File: src/rtl/bcmp_pkg.sv
// ----------------------------------------------------------------------------
// bcmp_pkg: shared types and constants
// Beat formats, the prime modulus and Barrett constants for the
// binomial coefficient block.
// ----------------------------------------------------------------------------
`default_nettype none
package bcmp_pkg;

  localparam int unsigned CNT_W     = 13;
  localparam int unsigned VAL_W     = 30;
  localparam int unsigned ADDR_MAX_W = 20;

  localparam logic [63:0] P_WIDE    = 64'd1000000007;
  localparam logic [VAL_W-1:0] P_MOD = VAL_W'(P_WIDE);
  // Barrett constant floor(2^60 / P).
  localparam logic [30:0] BARRETT_MU = 31'((64'd1 << 60) / P_WIDE);
  // Fermat exponent P - 2.
  localparam logic [VAL_W-1:0] FERMAT_EXP = VAL_W'(P_WIDE - 64'd2);

  localparam int unsigned MM_LAT    = 4;
  localparam int unsigned MID_DEPTH = 4;
  localparam int unsigned OUT_DEPTH = 16;

  typedef struct packed {
    logic [CNT_W-1:0] total_count;
    logic [CNT_W-1:0] chosen_count;
  } in_beat_t;

  typedef struct packed {
    logic [VAL_W-1:0] coefficient;
    logic             invalid_query;
  } out_beat_t;

  typedef struct packed {
    logic             invalid;
    logic [CNT_W-1:0] total;
    logic [CNT_W-1:0] chosen;
    logic [CNT_W-1:0] diff;
  } mid_item_t;

  typedef struct packed {
    logic                  we;
    logic                  sel_ifac;
    logic [ADDR_MAX_W-1:0] addr;
    logic [VAL_W-1:0]      data;
  } table_wr_t;

endpackage
`default_nettype wire

File: src/rtl/bcmp_modmul.sv
// ----------------------------------------------------------------------------
// bcmp_modmul: pipelined modular multiplier
// Computes a*b mod P in four stages with Barrett reduction; a tag rides along.
// ----------------------------------------------------------------------------
`default_nettype none
module bcmp_modmul import bcmp_pkg::*; #(
  parameter int unsigned TW = 1
) (
  input  wire logic             clk,
  input  wire logic             rst_n,
  input  wire logic             in_valid,
  input  wire logic [VAL_W-1:0] in_a,
  input  wire logic [VAL_W-1:0] in_b,
  input  wire logic [TW-1:0]    in_tag,
  output logic                  out_valid,
  output logic [VAL_W-1:0]      out_res,
  output logic [TW-1:0]         out_tag
);

  logic [3:0]       v_r;
  logic [TW-1:0]    tag1_r, tag2_r, tag3_r, tag4_r;
  logic [59:0]      prod1_r;
  logic [61:0]      est2_r;
  logic [31:0]      lo2_r;
  logic [31:0]      rem3_r;
  logic [VAL_W-1:0] res4_r;
  logic [30:0]      quot;
  logic [31:0]      rem_nxt;
  logic [VAL_W-1:0] res_nxt;

  assign quot    = est2_r[61:31];
  assign rem_nxt = lo2_r - 32'(quot * P_MOD);

  // The Barrett estimate is at most two short, so the remainder is below 3P.
  always_comb begin
    if (rem3_r >= 32'(2 * P_WIDE)) begin
      res_nxt = VAL_W'(rem3_r - 32'(2 * P_WIDE));
    end else if (rem3_r >= 32'(P_WIDE)) begin
      res_nxt = VAL_W'(rem3_r - 32'(P_WIDE));
    end else begin
      res_nxt = VAL_W'(rem3_r);
    end
  end

  always_ff @(posedge clk) begin
    if (!rst_n) begin
      v_r <= '0;
    end else begin
      v_r <= {v_r[2:0], in_valid};
    end
    prod1_r <= 60'(in_a) * 60'(in_b);
    tag1_r  <= in_tag;
    est2_r  <= 62'(prod1_r[59:29]) * 62'(BARRETT_MU);
    lo2_r   <= prod1_r[31:0];
    tag2_r  <= tag1_r;
    rem3_r  <= rem_nxt;
    tag3_r  <= tag2_r;
    res4_r  <= res_nxt;
    tag4_r  <= tag3_r;
  end

  assign out_valid = v_r[3];
  assign out_res   = res4_r;
  assign out_tag   = tag4_r;

endmodule
`default_nettype wire

File: src/rtl/bcmp_build.sv
// ----------------------------------------------------------------------------
// bcmp_build: table build sequencer
// Fills the factorial table, takes the Fermat inverse of the last entry and
// walks the inverse factorial table downward, one modular product at a time.
// ----------------------------------------------------------------------------
`default_nettype none
module bcmp_build import bcmp_pkg::*; #(
  parameter int unsigned TABLE_SIZE = 8192
) (
  input  wire logic clk,
  input  wire logic rst_n,
  output table_wr_t wr,
  output logic      done
);

  localparam int unsigned AW = $clog2(TABLE_SIZE);
  localparam logic [AW-1:0] LAST = AW'(TABLE_SIZE - 1);

  typedef enum logic [4:0] {
    B_INIT = 5'b00001,
    B_FAC  = 5'b00010,
    B_POW  = 5'b00100,
    B_INV  = 5'b01000,
    B_DONE = 5'b10000
  } build_state_t;

  build_state_t     state_r, state_nxt;
  logic [AW-1:0]    idx_r, idx_nxt;
  logic [VAL_W-1:0] acc_r, acc_nxt, base_r, base_nxt, pacc_r, pacc_nxt;
  logic [VAL_W-1:0] exp_r, exp_nxt;
  logic             phase_r, phase_nxt, busy_r, busy_nxt;
  logic             mm_v, res_v;
  logic [VAL_W-1:0] mm_a, mm_b, res;

  bcmp_modmul #(.TW(1)) u_mul (
    .clk(clk), .rst_n(rst_n),
    .in_valid(mm_v), .in_a(mm_a), .in_b(mm_b), .in_tag(1'b0),
    .out_valid(res_v), .out_res(res), .out_tag()
  );

  always_comb begin
    state_nxt = state_r;
    idx_nxt   = idx_r;
    acc_nxt   = acc_r;
    base_nxt  = base_r;
    pacc_nxt  = pacc_r;
    exp_nxt   = exp_r;
    phase_nxt = phase_r;
    wr        = '0;
    mm_v      = 1'b0;
    mm_a      = acc_r;
    mm_b      = VAL_W'(idx_r);
    case (state_r)
      B_INIT: begin
        wr.we     = 1'b1;
        wr.addr   = '0;
        wr.data   = VAL_W'(1);
        acc_nxt   = VAL_W'(1);
        idx_nxt   = AW'(1);
        state_nxt = B_FAC;
      end
      B_FAC: begin
        mm_v = !busy_r;
        if (res_v) begin
          wr.we   = 1'b1;
          wr.addr = ADDR_MAX_W'(idx_r);
          wr.data = res;
          acc_nxt = res;
          if (idx_r == LAST) begin
            base_nxt  = res;
            exp_nxt   = FERMAT_EXP;
            pacc_nxt  = VAL_W'(1);
            phase_nxt = 1'b0;
            state_nxt = B_POW;
          end else begin
            idx_nxt = idx_r + AW'(1);
          end
        end
      end
      B_POW: begin
        // Phase 0 folds the base into the result when the low exponent bit
        // is set; phase 1 squares the base and shifts the exponent.
        mm_a = phase_r ? base_r : pacc_r;
        mm_b = base_r;
        if (!busy_r) begin
          if (exp_r == '0) begin
            wr.we       = 1'b1;
            wr.sel_ifac = 1'b1;
            wr.addr     = ADDR_MAX_W'(LAST);
            wr.data     = pacc_r;
            acc_nxt     = pacc_r;
            idx_nxt     = LAST;
            state_nxt   = B_INV;
          end else if (!phase_r && !exp_r[0]) begin
            phase_nxt = 1'b1;
          end else begin
            mm_v = 1'b1;
          end
        end
        if (res_v) begin
          if (!phase_r) begin
            pacc_nxt  = res;
            phase_nxt = 1'b1;
          end else begin
            base_nxt  = res;
            exp_nxt   = exp_r >> 1;
            phase_nxt = 1'b0;
          end
        end
      end
      B_INV: begin
        mm_v = !busy_r;
        if (res_v) begin
          wr.we       = 1'b1;
          wr.sel_ifac = 1'b1;
          wr.addr     = ADDR_MAX_W'(idx_r - AW'(1));
          wr.data     = res;
          acc_nxt     = res;
          if (idx_r == AW'(1)) begin
            state_nxt = B_DONE;
          end else begin
            idx_nxt = idx_r - AW'(1);
          end
        end
      end
      B_DONE: begin
      end
      default: begin
        state_nxt = B_INIT;
      end
    endcase
    busy_nxt = mm_v || (busy_r && !res_v);
  end

  always_ff @(posedge clk) begin
    if (!rst_n) begin
      state_r <= B_INIT;
      busy_r  <= 1'b0;
      phase_r <= 1'b0;
    end else begin
      state_r <= state_nxt;
      busy_r  <= busy_nxt;
      phase_r <= phase_nxt;
    end
    idx_r  <= idx_nxt;
    acc_r  <= acc_nxt;
    base_r <= base_nxt;
    pacc_r <= pacc_nxt;
    exp_r  <= exp_nxt;
  end

  assign done = (state_r == B_DONE);

endmodule
`default_nettype wire

File: config.mk
export PLATFORM = sky130hd
export DESIGN_NAME = bcmp_build
export DESIGN_NICKNAME = d
export VERILOG_FILES = /design/src/rtl/bcmp_pkg.sv /design/src/rtl/bcmp_modmul.sv /design/src/rtl/bcmp_build.sv
export SDC_FILE = /design/constraint.sdc
export NUM_CORES = 2
export LEC_CHECK = 0
export BUFFER_PORTS_ARGS = -buffer_cell sky130_fd_sc_hd__clkbuf_2
export CAP_MARGIN = 0
export CORE_ASPECT_RATIO = 1.25
export CORE_MARGIN = 1
export CORE_UTILIZATION = 46
export CTS_BUF_LIST = sky130_fd_sc_hd__clkbuf_4
export DETAILED_ROUTE_END_ITERATION = 8
export SLEW_MARGIN = 25
export SYNTH_ARGS = -nofsm -noshare
export SYNTH_HDL_FRONTEND = slang
export SYNTH_HIERARCHICAL = 1
export SYNTH_SLANG_ARGS = --single-unit
export TNS_END_PERCENT = 50
File: constraint.sdc
create_clock -name clk -period 11.5 [get_ports clk]
set_input_delay 0 -clock clk [delete_from_list [all_inputs] [get_ports clk]]
set_output_delay 0 -clock clk [all_outputs]
set_load 0.05 [all_outputs]
==> results by group <==
Drt
  – Post-DR vias/cell: just over 5
  – Post-route ant nets: 0
  – WL final: around 160,000 microns
  – TritonRoute pass-1 iters: 6
  – DRT iter0 DRCs: 2,464
  – Via count of the routed design: ~44,000
  – Wire per inst: 19.56 microns
  – DRC: 0

Timing
  – Post-Route Skew: 0.1489 ns
  – Slew @ Worst Pin: 1.103 ns
  – Max-slew violations: 0
  – Setup_tns: 0 ns
  – Slew Limit Headroom: between 20% and 30%
  – Min cycle time layout: a little over 10 ns
  – Fin worst setup slack: 1.367 ns
  – Final setup viols: 0
  – Final Hold Viols: 0
  – RSZ-0062 raised after global routing: false
  – F_max: 98.69 MHz
  – Crit share post-route: 88.11%

Worst hold path
  – Worst hold endpoint: u_mul/lo2_r[7]
  – Hold Crit Depth: 0
  – HP Class: reg2reg
  – Hold path start: u_mul/prod1_r[7]

Clocking
  – Clk root buf: clkbuf_4
  – CTS Hold Buffers Added: 2
  – Clock latency on the worst-skew pair: 0.93 ns
  – Resized cells post-CTS: 0
  – CTS tree: yes
  – CTS buffer count: 92
  – Reg clk slew, reported paths: 0.08 ns
  – Clock Sinks: 329
  – Max Buffers Root-to-Sink: 3
  – # Post-CTS Setup Buffers: 0
  – # H-tree levels: 3

Global routing
  – Global-route wire length before repair: 268,700 microns
  – Initial antenna violation count: 8
  – GRT Total Usage: 24.74%
  – Vias in the first global route: 48,268
  – Largest net degree at the start of global routing: 76
  – Gr ovfl total: 0

Status
  – Status: finished clean

Critical path
  – CP startpoint: state_r[3]
  – Critical path data arrival time: 10.91 ns
  – Worst Path Buf+Inv: 9
  – CP max stage cell: o21ai_2
  – Worst Reg-to-Reg Cells: 32
  – Setup crit end kind: flip-flop
  – Req. time, crit path: 12.28 ns
  – Reg2reg end: u_mul/prod1_r[57]
  – Worst reg-to-reg setup slack: 1.37 ns
  – Worst r2r src: state_r[3]
  – CP delay by family, top: adder cells
  – Max incr delay on CP: around 1.1 ns
  – Critical path launch point type: flip-flop
  – Most used cell, CP: fa_1
  – CP max FO: 38
  – WS Path Type: reg2reg

Placed design
  – Placed cell area: 65,890 sq um
  – DP Worst Slack: 1.469 ns
  – Routability cong.: 0.9285
  – Final HPWL DP: 137,200 microns
  – IO Port Bufs: 54

Cells and area
  – Core Util, Final: between 40% and 50%
  – Finished Cell Area: between 60,000 and 70,000 sq um
  – Area Growth Syn to Fin: 5.556%
  – Final net count: 8,553
  – Fillers: between 10,000 and 15,000
  – Fraction of layout cells with a size suffix above 1: 5.657%

Yosys
  – Cell area after synthesis: 63,640 sq um
  – Yosys Warn Count: 6
  – Synthesized area per cell: ~10 sq um
  – Cells after Synth: 6,545
  – Syn_nets: 8,594

Floorplanning
  – Rows: 152
  – Die height: 417.8 microns
  – Die Footprint: 139,800 sq um
  – Initial Util: 46.34%
  – CORE AREA: approximately 140,000 sq um
  – IO Pins: 55
  – Die X: 334.7 microns

Flow run
  – Max-cap violations: 0
## cell type report
cell class	instances	area, sq um	share of cell area, %
diodes	2	5.005	0.007451
clock buffers	129	968.4	1.442
clock inverters	37	285.3	0.4247
inverters	1594	5984	8.909
multi-input cells	4352	48810	72.67
flip-flops and latches	329	7919	11.79
well taps	1848	2312	3.442
repair buffers	135	883.3	1.315
## registers in the layout, indices dropped and copies added (netlist names)
signal / count
u_mul/lo2_r: 32
u_mul/rem3_r: 32
u_mul/est2_r: 31
busy_r: 1
u_mul/prod1_r: 60
phase_r: 1
base_r: 30
u_mul/v_r: 4
pacc_r: 30
exp_r: 30
idx_r: 13
acc_r: 30
u_mul/out_res: 30
state_r: 5
## how the worst max path moves through the flow
| stage | endpoint | slack, ns | cells after the start |
|---|---|---|---|
| 2_1_floorplan | u_mul/prod1_r[57] | 2.82 | 34 |
| 3_3_place_gp | u_mul/prod1_r[57] | 1.53 | 32 |
| 3_5_place_dp | u_mul/prod1_r[57] | 1.47 | 32 |
| 4_1_cts | u_mul/prod1_r[57] | 1.39 | 32 |
| 5_1_grt | u_mul/prod1_r[57] | 0.86 | 32 |
| 6_report | u_mul/prod1_r[57] | 1.37 | 32 |
## metal layers
layer / vias to the layer above / share of wire [%] / track usage [%] / wire length, microns
met5: - / 0.016 / 0 / 27
met4: 4 / 3.3 / 7.917 / 5365
met3: 248 / 4.4 / 2.614 / 7227
met2: 1003 / 50 / 43.46 / 82900
met1: 22476 / 42 / 31.85 / 69260
li1: 19929 / - / - / -
## layout by cell type, fill, tap and decap left out, types with 24 or more instances in the layout
master	n
clkbuf_4	129
nand2_1	587
mux2i_1	33
inv_1	1593
edfxtp_1	133
o21ai_2	36
o21ai_0	71
nor2_1	104
dfxtp_1	195
fa_1	1260
o21ai_1	28
xor2_1	48
buf_4	79
and2_1	555
a22o_1	58
xnor2_1	123
ha_1	787
a31oi_1	24
nand2b_1	34
a21oi_1	139
nor3_1	26
nand3_1	52
a21o_1	53
clkbuf_2	54
## per-stage QoR
step	hold WS [ns]	instances
after floorplan	0.06593	6545
after global placement	0.3099	8256
after detailed placement	0.3121	8256
after CTS	0.2729	8424
after global routing	0.2801	8425
final	0.2782	8426
Power is left out: the tool's default activity adds up to more than one toggle a clock period on the data nets, which glitch-free logic cannot reach.
