### config.mk
export PLATFORM = sky130hd
export DESIGN_NAME = bcmp_fifo
export DESIGN_NICKNAME = d
export VERILOG_FILES = /design/src/rtl/bcmp_fifo.sv
export SDC_FILE = /design/constraint.sdc
export NUM_CORES = 1
export LEC_CHECK = 0
export ABC_CLOCK_PERIOD_IN_PS = 3000
export BUFFER_PORTS_ARGS = -buffer_cell sky130_fd_sc_hd__buf_4
export CAP_MARGIN = 20
export CORE_MARGIN = 1.5
export CORE_UTILIZATION = 55
export DETAILED_ROUTE_END_ITERATION = 6
export PLACE_DENSITY = 0.77
export SLEW_MARGIN = 40
export SYNTH_ARGS = -nofsm -noshare
export SYNTH_HDL_FRONTEND = slang
export SYNTH_SLANG_ARGS = --single-unit
### constraint.sdc
create_clock -name clk -period 3 [get_ports clk]
set_input_delay 0.45 -clock clk [delete_from_list [all_inputs] [get_ports clk]]
set_output_delay 0.45 -clock clk [all_outputs]
set_load 0.05 [all_outputs]
### src/rtl/bcmp_fifo.sv
// ----------------------------------------------------------------------------
// bcmp_fifo: small register queue
// Push/pop queue with full and empty flags; the head is shown combinationally.
// ----------------------------------------------------------------------------
`default_nettype none
module bcmp_fifo #(
  parameter int unsigned W     = 8,
  parameter int unsigned DEPTH = 4
) (
  input  wire logic         clk,
  input  wire logic         rst_n,
  input  wire logic         push,
  input  wire logic [W-1:0] din,
  output logic              full,
  input  wire logic         pop,
  output logic [W-1:0]      dout,
  output logic              empty
);

  localparam int unsigned PW = $clog2(DEPTH);
  localparam int unsigned CW = $clog2(DEPTH + 1);

  logic [W-1:0]  mem_r [DEPTH];
  logic [PW-1:0] wr_r, rd_r;
  logic [CW-1:0] cnt_r;
  logic          do_push, do_pop;

  assign full    = (cnt_r == CW'(DEPTH));
  assign empty   = (cnt_r == '0);
  assign do_push = push && !full;
  assign do_pop  = pop && !empty;
  assign dout    = mem_r[rd_r];

  always_ff @(posedge clk) begin
    if (!rst_n) begin
      wr_r  <= '0;
      rd_r  <= '0;
      cnt_r <= '0;
    end else begin
      if (do_push) begin
        wr_r <= (wr_r == PW'(DEPTH - 1)) ? '0 : wr_r + PW'(1);
      end
      if (do_pop) begin
        rd_r <= (rd_r == PW'(DEPTH - 1)) ? '0 : rd_r + PW'(1);
      end
      cnt_r <= cnt_r + CW'(do_push) - CW'(do_pop);
    end
    if (do_push) begin
      mem_r[wr_r] <= din;
    end
  end

endmodule
`default_nettype wire

==> flow_summary.html, run 1 <==
<table>
<tr><th>Metric</th><th>Value</th></tr>
<tr><th colspan="2">Outcome</th></tr>
<tr><td>Status</td><td>finished, final reports clean</td></tr>
<tr><th colspan="2">Clock tree</th></tr>
<tr><td>Clock transition time at the flip-flop clock pins of the worst setup and hold paths</td><td>0.12 ns</td></tr>
<tr><td>TritonCTS clock tree</td><td>built</td></tr>
<tr><td>Resized cells post-CTS</td><td>0</td></tr>
<tr><td>Setup Buffers After CTS</td><td>0</td></tr>
<tr><td>Worst skew pair latency</td><td>0.35 ns</td></tr>
<tr><td>Sinks on Clock Net</td><td>41</td></tr>
<tr><td>Root Driver</td><td>clkbuf_4</td></tr>
<tr><td>Hold bufs inserted after CTS</td><td>0</td></tr>
<tr><td>Total clock buffers created by CTS</td><td>5</td></tr>
<tr><td>Maximum clock path buffer count</td><td>2</td></tr>
<tr><td># H-tree levels</td><td>2</td></tr>
<tr><th colspan="2">STA</th></tr>
<tr><td>Setup repair after global routing missed its margin</td><td>no</td></tr>
<tr><td>Transition time of the tightest slew-check pin</td><td>~0.55 ns</td></tr>
<tr><td>Count of final setup violators</td><td>0</td></tr>
<tr><td>Number of failing hold endpoints at the final stage</td><td>0</td></tr>
<tr><td>Total Neg Setup Slack</td><td>0 ns</td></tr>
<tr><td>Worst slack on hold paths</td><td>0.289 ns</td></tr>
<tr><td>Final Max Slew Viols</td><td>0</td></tr>
<tr><td>Fmax achieved</td><td>between 400 and 500 MHz</td></tr>
<tr><td>Slew margin rel.</td><td>0.632</td></tr>
<tr><td>Worst Clk Skew</td><td>about 0.0065 ns</td></tr>
<tr><td>Min Tclk post-route</td><td>around 2.3 ns</td></tr>
<tr><td>Share of the cycle needed by the critical path after routing</td><td>0.758</td></tr>
<tr><td>Setup WS post-layout</td><td>0.725 ns</td></tr>
<tr><th colspan="2">GRT</th></tr>
<tr><td>Wire length of the first global-routing pass</td><td>between 3 and 4 mm</td></tr>
<tr><td>Maximum number of pins on one net before global-route repair</td><td>14</td></tr>
<tr><td>Via count of the first global-routing pass</td><td>roughly 840</td></tr>
<tr><td>Antenna violations before repair</td><td>0</td></tr>
<tr><td>Total routing resource utilization after global routing</td><td>0.172</td></tr>
<tr><td>Sum of overflow across all layers after global routing</td><td>0</td></tr>
<tr><th colspan="2">Synthesis</th></tr>
<tr><td>Top-area cell type share of the netlist area</td><td>0.579</td></tr>
<tr><td>Synthesized instance count</td><td>95</td></tr>
<tr><td>Post-synthesis sequential element count</td><td>41</td></tr>
<tr><td>Fraction of synthesis flops using an asynchronous set or reset pin</td><td>0</td></tr>
<tr><td>Number of enable-type register cells in the synthesized netlist</td><td>32</td></tr>
<tr><td>Unique cell type count in the Yosys netlist</td><td>21</td></tr>
<tr><td>Post-synthesis instance area</td><td>0.00166 mm²</td></tr>
<tr><td>Synth Flop Type</td><td>edfxtp_1</td></tr>
<tr><td>Most numerous cell types in the synthesized netlist</td><td>edfxtp_1 (32), dfxtp_1 (9), mux4_2 (8)</td></tr>
<tr><td>Nets in the synthesized netlist</td><td>115</td></tr>
<tr><td>Leading area contributor after synthesis</td><td>edfxtp_1</td></tr>
<tr><td>Most frequent cell after synthesis</td><td>edfxtp_1</td></tr>
<tr><td>Synthesized area per cell</td><td>17.5 µm²</td></tr>
<tr><td>Sequential cell area fraction in the yosys report</td><td>0.688</td></tr>
<tr><td>Most area-consuming cells after synthesis</td><td>edfxtp_1 (58%), dfxtp_1 (11%), mux4_2 (11%)</td></tr>
<tr><td>Yosys warning total</td><td>0</td></tr>
<tr><th colspan="2">Finish</th></tr>
<tr><td>Design Area, Final</td><td>between 0.0015 and 0.002 mm²</td></tr>
<tr><td>Fraction of layout cells with a size suffix above 1</td><td>0.358</td></tr>
<tr><td>Number of antenna diodes</td><td>0</td></tr>
<tr><td>Total Nets Final</td><td>about 140</td></tr>
<tr><td>Layout Area Growth over Synthesis</td><td>16.6%</td></tr>
<tr><th colspan="2">Pwr</th></tr>
<tr><td>Power consumption</td><td>1.79 mW</td></tr>
<tr><td>IR drop worst, VDD</td><td>0.612 mV</td></tr>
<tr><td>Cell leakage power</td><td>0.723 nW</td></tr>
<tr><td>Power per standard cell area</td><td>925 mW/mm²</td></tr>
<tr><th colspan="2">Drt</th></tr>
<tr><td>Number of antenna-violating nets in the routed design</td><td>0</td></tr>
<tr><td>Post-DR wirelength/cell</td><td>16.6 µm</td></tr>
<tr><td>Number of detailed-routing iterations run before antenna repair</td><td>6</td></tr>
<tr><td>Number of violations reported at the end of detailed-routing iteration 0</td><td>32</td></tr>
<tr><td>Via count</td><td>approximately 830</td></tr>
<tr><td>Post-route DRC violation count</td><td>0</td></tr>
<tr><td>Avg Vias per Cell</td><td>between 5 and 6</td></tr>
<tr><td>Final routed wirelength across all metal layers</td><td>2.50 mm</td></tr>
<tr><th colspan="2">Floorplan</th></tr>
<tr><td>I/O pin count</td><td>22</td></tr>
<tr><td>Die Width</td><td>57.9 µm</td></tr>
<tr><td>Core area</td><td>0.00281 mm²</td></tr>
<tr><td>Die height</td><td>57.9 µm</td></tr>
<tr><td>Starting Density</td><td>0.591</td></tr>
<tr><td>Number of core rows</td><td>19</td></tr>
<tr><td>Die area</td><td>0.00335 mm²</td></tr>
<tr><th colspan="2">Critical path</th></tr>
<tr><td>Reg-to-Reg End</td><td>cnt_r[2]$_SDFF_PN0_</td></tr>
<tr><td>Kind of critical path</td><td>reg -&gt; out</td></tr>
<tr><td>Critical R2R Launch</td><td>cnt_r[1]$_SDFF_PN0_</td></tr>
<tr><td>Reg-to-reg slack, setup</td><td>0.74 ns</td></tr>
<tr><td>Data arrival time of the critical path</td><td>1.83 ns</td></tr>
<tr><td>Kind of end point of the critical path</td><td>output port</td></tr>
<tr><td>Critical Path Source Type</td><td>flip-flop</td></tr>
<tr><td>Crit path max fanout</td><td>8</td></tr>
<tr><td>Number of cells on the worst reg-to-reg path</td><td>9</td></tr>
<tr><td>Required time of the worst setup path</td><td>2.55 ns</td></tr>
<tr><th colspan="2">Run</th></tr>
<tr><td>Maximum capacitance violations</td><td>0</td></tr>
<tr><th colspan="2">Place</th></tr>
<tr><td>Number of port buffers</td><td>21</td></tr>
<tr><td>HPWL after detailed placement</td><td>1.65 mm</td></tr>
<tr><td>Cell area after placement</td><td>approximately 0.0018 mm²</td></tr>
<tr><td>Pre-CTS setup slack</td><td>0.707 ns</td></tr>
<tr><td>GP Congestion</td><td>0.746</td></tr>
<tr><th colspan="2">Hold path</th></tr>
<tr><td>Terminating pin of the worst hold path</td><td>mem_r[0][0]$_DFFE_PP_</td></tr>
<tr><td>Worst hold stages</td><td>1</td></tr>
<tr><td>Worst Hold Launch</td><td>din[0]</td></tr>
<tr><td>Path type of the worst min-delay path</td><td>in -&gt; reg</td></tr>
</table>
worst max-delay path, stage by stage (launching register included):
cell	delay [ns]
dfxtp_1	0.69
mux4_2	0.58
buf_4	0.20
worst max path at each step:
| stage | endpoint | slack, ns | cells after the start |
|---|---|---|---|
| after floorplan | cnt_r[2]$_SDFF_PN0_ | 0.60 | 11 |
| after global placement | cnt_r[2]$_SDFF_PN0_ | 0.77 | 10 |
| after detailed placement | cnt_r[2]$_SDFF_PN0_ | 0.71 | 10 |
| after CTS | dout[7] | 0.67 | 2 |
| after global routing | cnt_r[2]$_SDFF_PN0_ | 0.53 | 9 |
| final | dout[1] | 0.72 | 2 |
power breakdown:
| group | internal, mW | switching, mW | total, mW | leakage, nW |
|---|---|---|---|---|
| Combinational | 0.232 | 0.348 | 0.580 | 0.301 |
| Clock | 0.258 | 0.180 | 0.437 | 0.0552 |
| Sequential | 0.697 | 0.0747 | 0.771 | 0.367 |
| Total | 1.19 | 0.603 | 1.79 | 0.723 |
metrics by stage:
| step | utilization | std cells |
|---|---|---|
| 4_1_cts | 0.690 | 151 |
| 3_3_place_gp | 0.653 | 143 |
| 6_report | 0.690 | 151 |
| 3_5_place_dp | 0.653 | 143 |
| 2_1_floorplan | - | 95 |
| 5_1_grt | 0.690 | 151 |
layer usage:
metal | share of wire | GRT usage | vias up
met5 | 0 | 0 | -
met4 | 0.018 | 0.0698 | 0
li1 | - | - | 394
met3 | 0.049 | 0.0714 | 7
met1 | 0.42 | 0.197 | 413
met2 | 0.52 | 0.287 | 18
area by class of cell:
class                      count  area [µm²]
clock buffer                   5        37.5
inverter                       7        26.3
clock inverter                 3        65.1
multi-input combinational     43         468
fill                         191         871
tap                           31        38.8
timing repair buffer          21         158
sequential                    41        1140
cells in the final DEF (no fill, tap or decap):
cell type / Yosys / routed
buf_4: 0 / 21
o31ai_2: 1 / 1
nand3_1: 2 / 2
edfxtp_1: 32 / 32
and2_1: 4 / 4
nand2_1: 6 / 6
o21ai_0: 2 / 2
inv_1: 7 / 7
nor3b_4: 1 / 1
fa_1: 1 / 1
nor3_1: 1 / 1
xnor2_1: 2 / 2
clkbuf_4: 0 / 5
clkinv_2: 0 / 1
and2_2: 3 / 3
nor2_1: 2 / 2
nor2b_2: 1 / 1
mux2i_1: 2 / 2
ha_1: 7 / 7
dfxtp_1: 9 / 9
mux4_2: 8 / 8
bufinv_16: 0 / 2
cells by family after synthesis:
family / Yosys count / share of synthesized area
buffers and inverters: 11 / 0.0302
AOI/OAI and AO/OA: 3 / 0.0136
and+or+nand+nor: 20 / 0.0724
DFF: 41 / 0.688
adders and majority gates: 8 / 0.0649
muxes: 10 / 0.121
xor gates and xnor gates: 2 / 0.0106
flip-flops by register name (all words and copies together) (netlist names), named ones only:
| name | cells |
|---|---|
| wr_r | 2 |
| rd_r | 2 |
| cnt_r | 3 |
| mem_r | 32 |
Note: power is estimated with default switching activity, not from simulation.
==> run 2, diff against run 1 <==
--- a/config.mk
+++ b/config.mk
@@ -5,13 +5,14 @@
 export SDC_FILE = /design/constraint.sdc
 export NUM_CORES = 1
 export LEC_CHECK = 0
-export ABC_CLOCK_PERIOD_IN_PS = 3000
+export ABC_AREA = 1
+export ABC_CLOCK_PERIOD_IN_PS = 2300
 export BUFFER_PORTS_ARGS = -buffer_cell sky130_fd_sc_hd__buf_4
 export CAP_MARGIN = 20
 export CORE_MARGIN = 1.5
-export CORE_UTILIZATION = 55
+export CORE_UTILIZATION = 56
 export DETAILED_ROUTE_END_ITERATION = 6
-export PLACE_DENSITY = 0.77
+export PLACE_DENSITY = 0.78
 export SLEW_MARGIN = 40
 export SYNTH_ARGS = -nofsm -noshare
 export SYNTH_HDL_FRONTEND = slang
==> constraint.sdc (replaced) <==
create_clock -name clk -period 2.3 [get_ports clk]
set_input_delay 0.345 -clock clk [delete_from_list [all_inputs] [get_ports clk]]
set_output_delay 0.345 -clock clk [all_outputs]
set_load 0.05 [all_outputs]
==> run 2 against run 1 <==
The run now ends with design-rule violations left. Critical path type unchanged. Synthesized cell count up 49%. Sequential power rose by 30%. Clock-buffer cell count up 2. Worst hold slack worse by 0.093 ns. Critical path depth grew 2. Power rose by 39%.
==> flow_summary.html, run 2 <==
<table>
<tr><th>Metric</th><th>Value</th></tr>
<tr><th colspan="2">Clock tree</th></tr>
<tr><td>Total clock buffers created by CTS</td><td>5</td></tr>
<tr><td>Clock transition time at the flip-flop clock pins of the worst setup and hold paths</td><td>between 0.1 and 0.15 ns</td></tr>
<tr><td>Hold bufs inserted after CTS</td><td>0</td></tr>
<tr><td>Worst skew pair latency</td><td>0.34 ns</td></tr>
<tr><td># H-tree levels</td><td>2</td></tr>
<tr><td>TritonCTS clock tree</td><td>built</td></tr>
<tr><td>Resized cells post-CTS</td><td>0</td></tr>
<tr><td>Sinks on Clock Net</td><td>41</td></tr>
<tr><td>Root Driver</td><td>clkbuf_4</td></tr>
<tr><td>Maximum clock path buffer count</td><td>2</td></tr>
<tr><td>Setup Buffers After CTS</td><td>0</td></tr>
<tr><th colspan="2">STA</th></tr>
<tr><td>Share of the cycle needed by the critical path after routing</td><td>0.855</td></tr>
<tr><td>Setup WS post-layout</td><td>0.333 ns</td></tr>
<tr><td>Min Tclk post-route</td><td>1.97 ns</td></tr>
<tr><td>Worst Clk Skew</td><td>0.00469 ns</td></tr>
<tr><td>Final Max Slew Viols</td><td>0</td></tr>
<tr><td>Total Neg Setup Slack</td><td>0 ns</td></tr>
<tr><td>Number of failing hold endpoints at the final stage</td><td>0</td></tr>
<tr><td>Setup repair after global routing missed its margin</td><td>no</td></tr>
<tr><td>Transition time of the tightest slew-check pin</td><td>0.344 ns</td></tr>
<tr><td>Worst slack on hold paths</td><td>0.196 ns</td></tr>
<tr><td>Slew margin rel.</td><td>0.770</td></tr>
<tr><td>Count of final setup violators</td><td>0</td></tr>
<tr><td>Fmax achieved</td><td>508 MHz</td></tr>
<tr><th colspan="2">Finish</th></tr>
<tr><td>Total Nets Final</td><td>between 150 and 200</td></tr>
<tr><td>Fraction of layout cells with a size suffix above 1</td><td>0.236</td></tr>
<tr><td>Number of fillers in the final layout</td><td>between 200 and 250</td></tr>
<tr><td>Biggest regs</td><td>mem_r (32), cnt_r (3)</td></tr>
<tr><td>Layout Area Growth over Synthesis</td><td>16.7%</td></tr>
<tr><td>Utilization after layout</td><td>0.700</td></tr>
<tr><td>Top library cells by usage in the layout, fill and taps aside</td><td>edfxtp_1 (32), nor2_1 (29), buf_4 (26), inv_1 (16)</td></tr>
<tr><td>Most common cell after layout, fill and taps aside</td><td>edfxtp_1</td></tr>
<tr><td>Number of antenna diodes</td><td>0</td></tr>
<tr><td>Most flops, register</td><td>mem_r</td></tr>
<tr><td>Number of flip-flops in the largest register</td><td>32</td></tr>
<tr><th colspan="2">Synthesis</th></tr>
<tr><td>Synthesized-area fraction occupied by adder cells</td><td>0.0639</td></tr>
<tr><td>Unique cell type count in the Yosys netlist</td><td>20</td></tr>
<tr><td>Synthesized area per cell</td><td>11.9 µm²</td></tr>
<tr><td>Most frequent cell after synthesis</td><td>edfxtp_1</td></tr>
<tr><td>Combinational family with the most area after synthesis</td><td>simple AND/OR/NAND/NOR gates</td></tr>
<tr><td>Yosys warning total</td><td>0</td></tr>
<tr><td>Top-area cell type share of the netlist area</td><td>0.571</td></tr>
<tr><td>Most area-consuming cells after synthesis</td><td>edfxtp_1 (57%), dfxtp_1 (11%), nor2_1 (6.5%)</td></tr>
<tr><td>Synth Flop Type</td><td>edfxtp_1</td></tr>
<tr><td>Sequential cell area fraction in the yosys report</td><td>0.678</td></tr>
<tr><td>Fraction of synthesis flops using an asynchronous set or reset pin</td><td>0</td></tr>
<tr><td>Simple-gate share of the synthesized area</td><td>0.114</td></tr>
<tr><td>Post-synthesis sequential element count</td><td>41</td></tr>
<tr><td>Synth Area in Compound Gates</td><td>0.0877</td></tr>
<tr><td>Xor and xnor fraction of the mapped netlist area</td><td>0.00520</td></tr>
<tr><td>Number of enable-type register cells in the synthesized netlist</td><td>32</td></tr>
<tr><td>Most numerous cell types in the synthesized netlist</td><td>edfxtp_1 (32), nor2_1 (29), inv_1 (16)</td></tr>
<tr><td>Post-synthesis instance area</td><td>0.00168 mm²</td></tr>
<tr><td>Multiplexer area fraction after synthesis</td><td>0</td></tr>
<tr><td>Nets in the synthesized netlist</td><td>162</td></tr>
<tr><td>Leading area contributor after synthesis</td><td>edfxtp_1</td></tr>
<tr><td>Synthesized instance count</td><td>142</td></tr>
<tr><th colspan="2">Floorplan</th></tr>
<tr><td>Die height</td><td>about 58 µm</td></tr>
<tr><td>I/O pin count</td><td>22</td></tr>
<tr><td>Core area</td><td>0.00281 mm²</td></tr>
<tr><td>Die area</td><td>0.00334 mm²</td></tr>
<tr><td>Starting Density</td><td>0.600</td></tr>
<tr><td>Number of core rows</td><td>19</td></tr>
<tr><td>Die Width</td><td>slightly below 60 µm</td></tr>
<tr><th colspan="2">Outcome</th></tr>
<tr><td>Violations in the final reports</td><td>design-rule violations</td></tr>
<tr><td>Status</td><td>finished, violations left</td></tr>
<tr><th colspan="2">Place</th></tr>
<tr><td>HPWL after detailed placement</td><td>2.07 mm</td></tr>
<tr><td>Pre-CTS setup slack</td><td>0.422 ns</td></tr>
<tr><td>GP Congestion</td><td>0.769</td></tr>
<tr><td>Number of port buffers</td><td>21</td></tr>
<tr><th colspan="2">Critical path</th></tr>
<tr><td>Critical Path Source Type</td><td>flip-flop</td></tr>
<tr><td>Crit path max fanout</td><td>10</td></tr>
<tr><td>Critical R2R Launch</td><td>cnt_r[1]$_SDFF_PN0_</td></tr>
<tr><td>Reg-to-Reg End</td><td>cnt_r[1]$_SDFF_PN0_</td></tr>
<tr><td>Reg-to-reg slack, setup</td><td>0.41 ns</td></tr>
<tr><td>Kind of critical path</td><td>reg -&gt; out</td></tr>
<tr><td>Data arrival time of the critical path</td><td>between 1.5 and 2 ns</td></tr>
<tr><td>Number of cells on the worst reg-to-reg path</td><td>10</td></tr>
<tr><td>Kind of end point of the critical path</td><td>output port</td></tr>
<tr><td>Required time of the worst setup path</td><td>1.96 ns</td></tr>
<tr><th colspan="2">GRT</th></tr>
<tr><td>Sum of overflow across all layers after global routing</td><td>0</td></tr>
<tr><td>Antenna violations before repair</td><td>0</td></tr>
<tr><td>Maximum number of pins on one net before global-route repair</td><td>17</td></tr>
<tr><td>Wire length of the first global-routing pass</td><td>between 4 and 5 mm</td></tr>
<tr><td>Total routing resource utilization after global routing</td><td>0.200</td></tr>
<tr><td>Via count of the first global-routing pass</td><td>1,104</td></tr>
<tr><th colspan="2">Drt</th></tr>
<tr><td>Final routed wirelength across all metal layers</td><td>2.89 mm</td></tr>
<tr><td>Number of antenna-violating nets in the routed design</td><td>0</td></tr>
<tr><td>Number of detailed-routing iterations run before antenna repair</td><td>6</td></tr>
<tr><td>Via count</td><td>1,075</td></tr>
<tr><td>Avg Vias per Cell</td><td>5.24</td></tr>
<tr><td>Number of violations reported at the end of detailed-routing iteration 0</td><td>61</td></tr>
<tr><td>Post-DR wirelength/cell</td><td>roughly 14 µm</td></tr>
<tr><td>Post-route DRC violation count</td><td>4</td></tr>
<tr><th colspan="2">Hold path</th></tr>
<tr><td>Terminating pin of the worst hold path</td><td>mem_r[1][0]$_DFFE_PP_</td></tr>
<tr><td>Worst Hold Launch</td><td>din[0]</td></tr>
<tr><td>Worst hold stages</td><td>1</td></tr>
<tr><td>Path type of the worst min-delay path</td><td>in -&gt; reg</td></tr>
<tr><th colspan="2">Run</th></tr>
<tr><td>Maximum capacitance violations</td><td>0</td></tr>
<tr><th colspan="2">Pwr</th></tr>
<tr><td>Power per standard cell area</td><td>1260 mW/mm²</td></tr>
<tr><td>IR drop worst, VDD</td><td>0.821 mV</td></tr>
<tr><td>Cell leakage power</td><td>0.814 nW</td></tr>
</table>
==> run 2: changes by cell type after synthesis, sizes merged, moves of 2 or more <==
cell    change
o22ai       +8
mux4        -8
nand2       +7
clkbuf      -2
inv        +10
a21oi       +2
nor2       +29
and2        -7
mux2i       -2
o21ai      +14
==> run 2: worst max path at each step <==
stage / endpoint / depth (start not counted)
after global placement: cnt_r[2]$_SDFF_PN0_ / 10
after floorplan: cnt_r[2]$_SDFF_PN0_ / 10
after detailed placement: cnt_r[1]$_SDFF_PN0_ / 10
final: dout[3] / 4
after CTS: dout[5] / 4
after global routing: dout[3] / 4
==> run 2: worst max-delay path, stage by stage (launching register included) <==
cell and delay, ns:
dfxtp_1 0.54, buf_4 0.23, o21ai_0 0.09, o22ai_1 0.19, buf_4 0.23
==> run 2: stage by stage <==
step                total power, mW  instances  instance area, µm²
floorplan                      1.80        142                1680
global placement               2.07        197                1890
finish                         2.48        205                1960
global route                   2.64        205                1960
detailed placement             2.12        197                1890
CTS                            2.51        205                1960
==> run 2: final cells by class <==
class                   instances  area [µm²]  area share
multi-input cells              82         455       0.232
clock inverters                 1        5.00     0.00255
clock buffers                   7        65.1      0.0331
flip-flops and latches         41        1140       0.581
repair buffers                 26         195      0.0994
well taps                      31        38.8      0.0197
inverters                      17        63.8      0.0325
==> run 2: report_power, final <==
part	switching, mW	internal, mW
Clock	0.214	0.177
Sequential	0.0787	0.925
Combinational	0.745	0.344
Total	1.04	1.45
==> run 2: kinds of logic after synthesis <==
logic type | Yosys count
and+or+nand+nor | 47
DFF | 41
AOI/OAI and AO/OA | 26
buffers and inverters | 19
adders and majority gates | 8
xor gates and xnor gates | 1
==> run 2: per-layer routing <==
metal,vias up,wire (µm),share of wire,GRT usage
met5,-,0,0,0
met4,0,21,0.0073,0.0797
met3,2,147,0.051,0.0469
met2,23,1500,0.52,0.354
met1,503,1220,0.42,0.235
li1,547,-,-,-
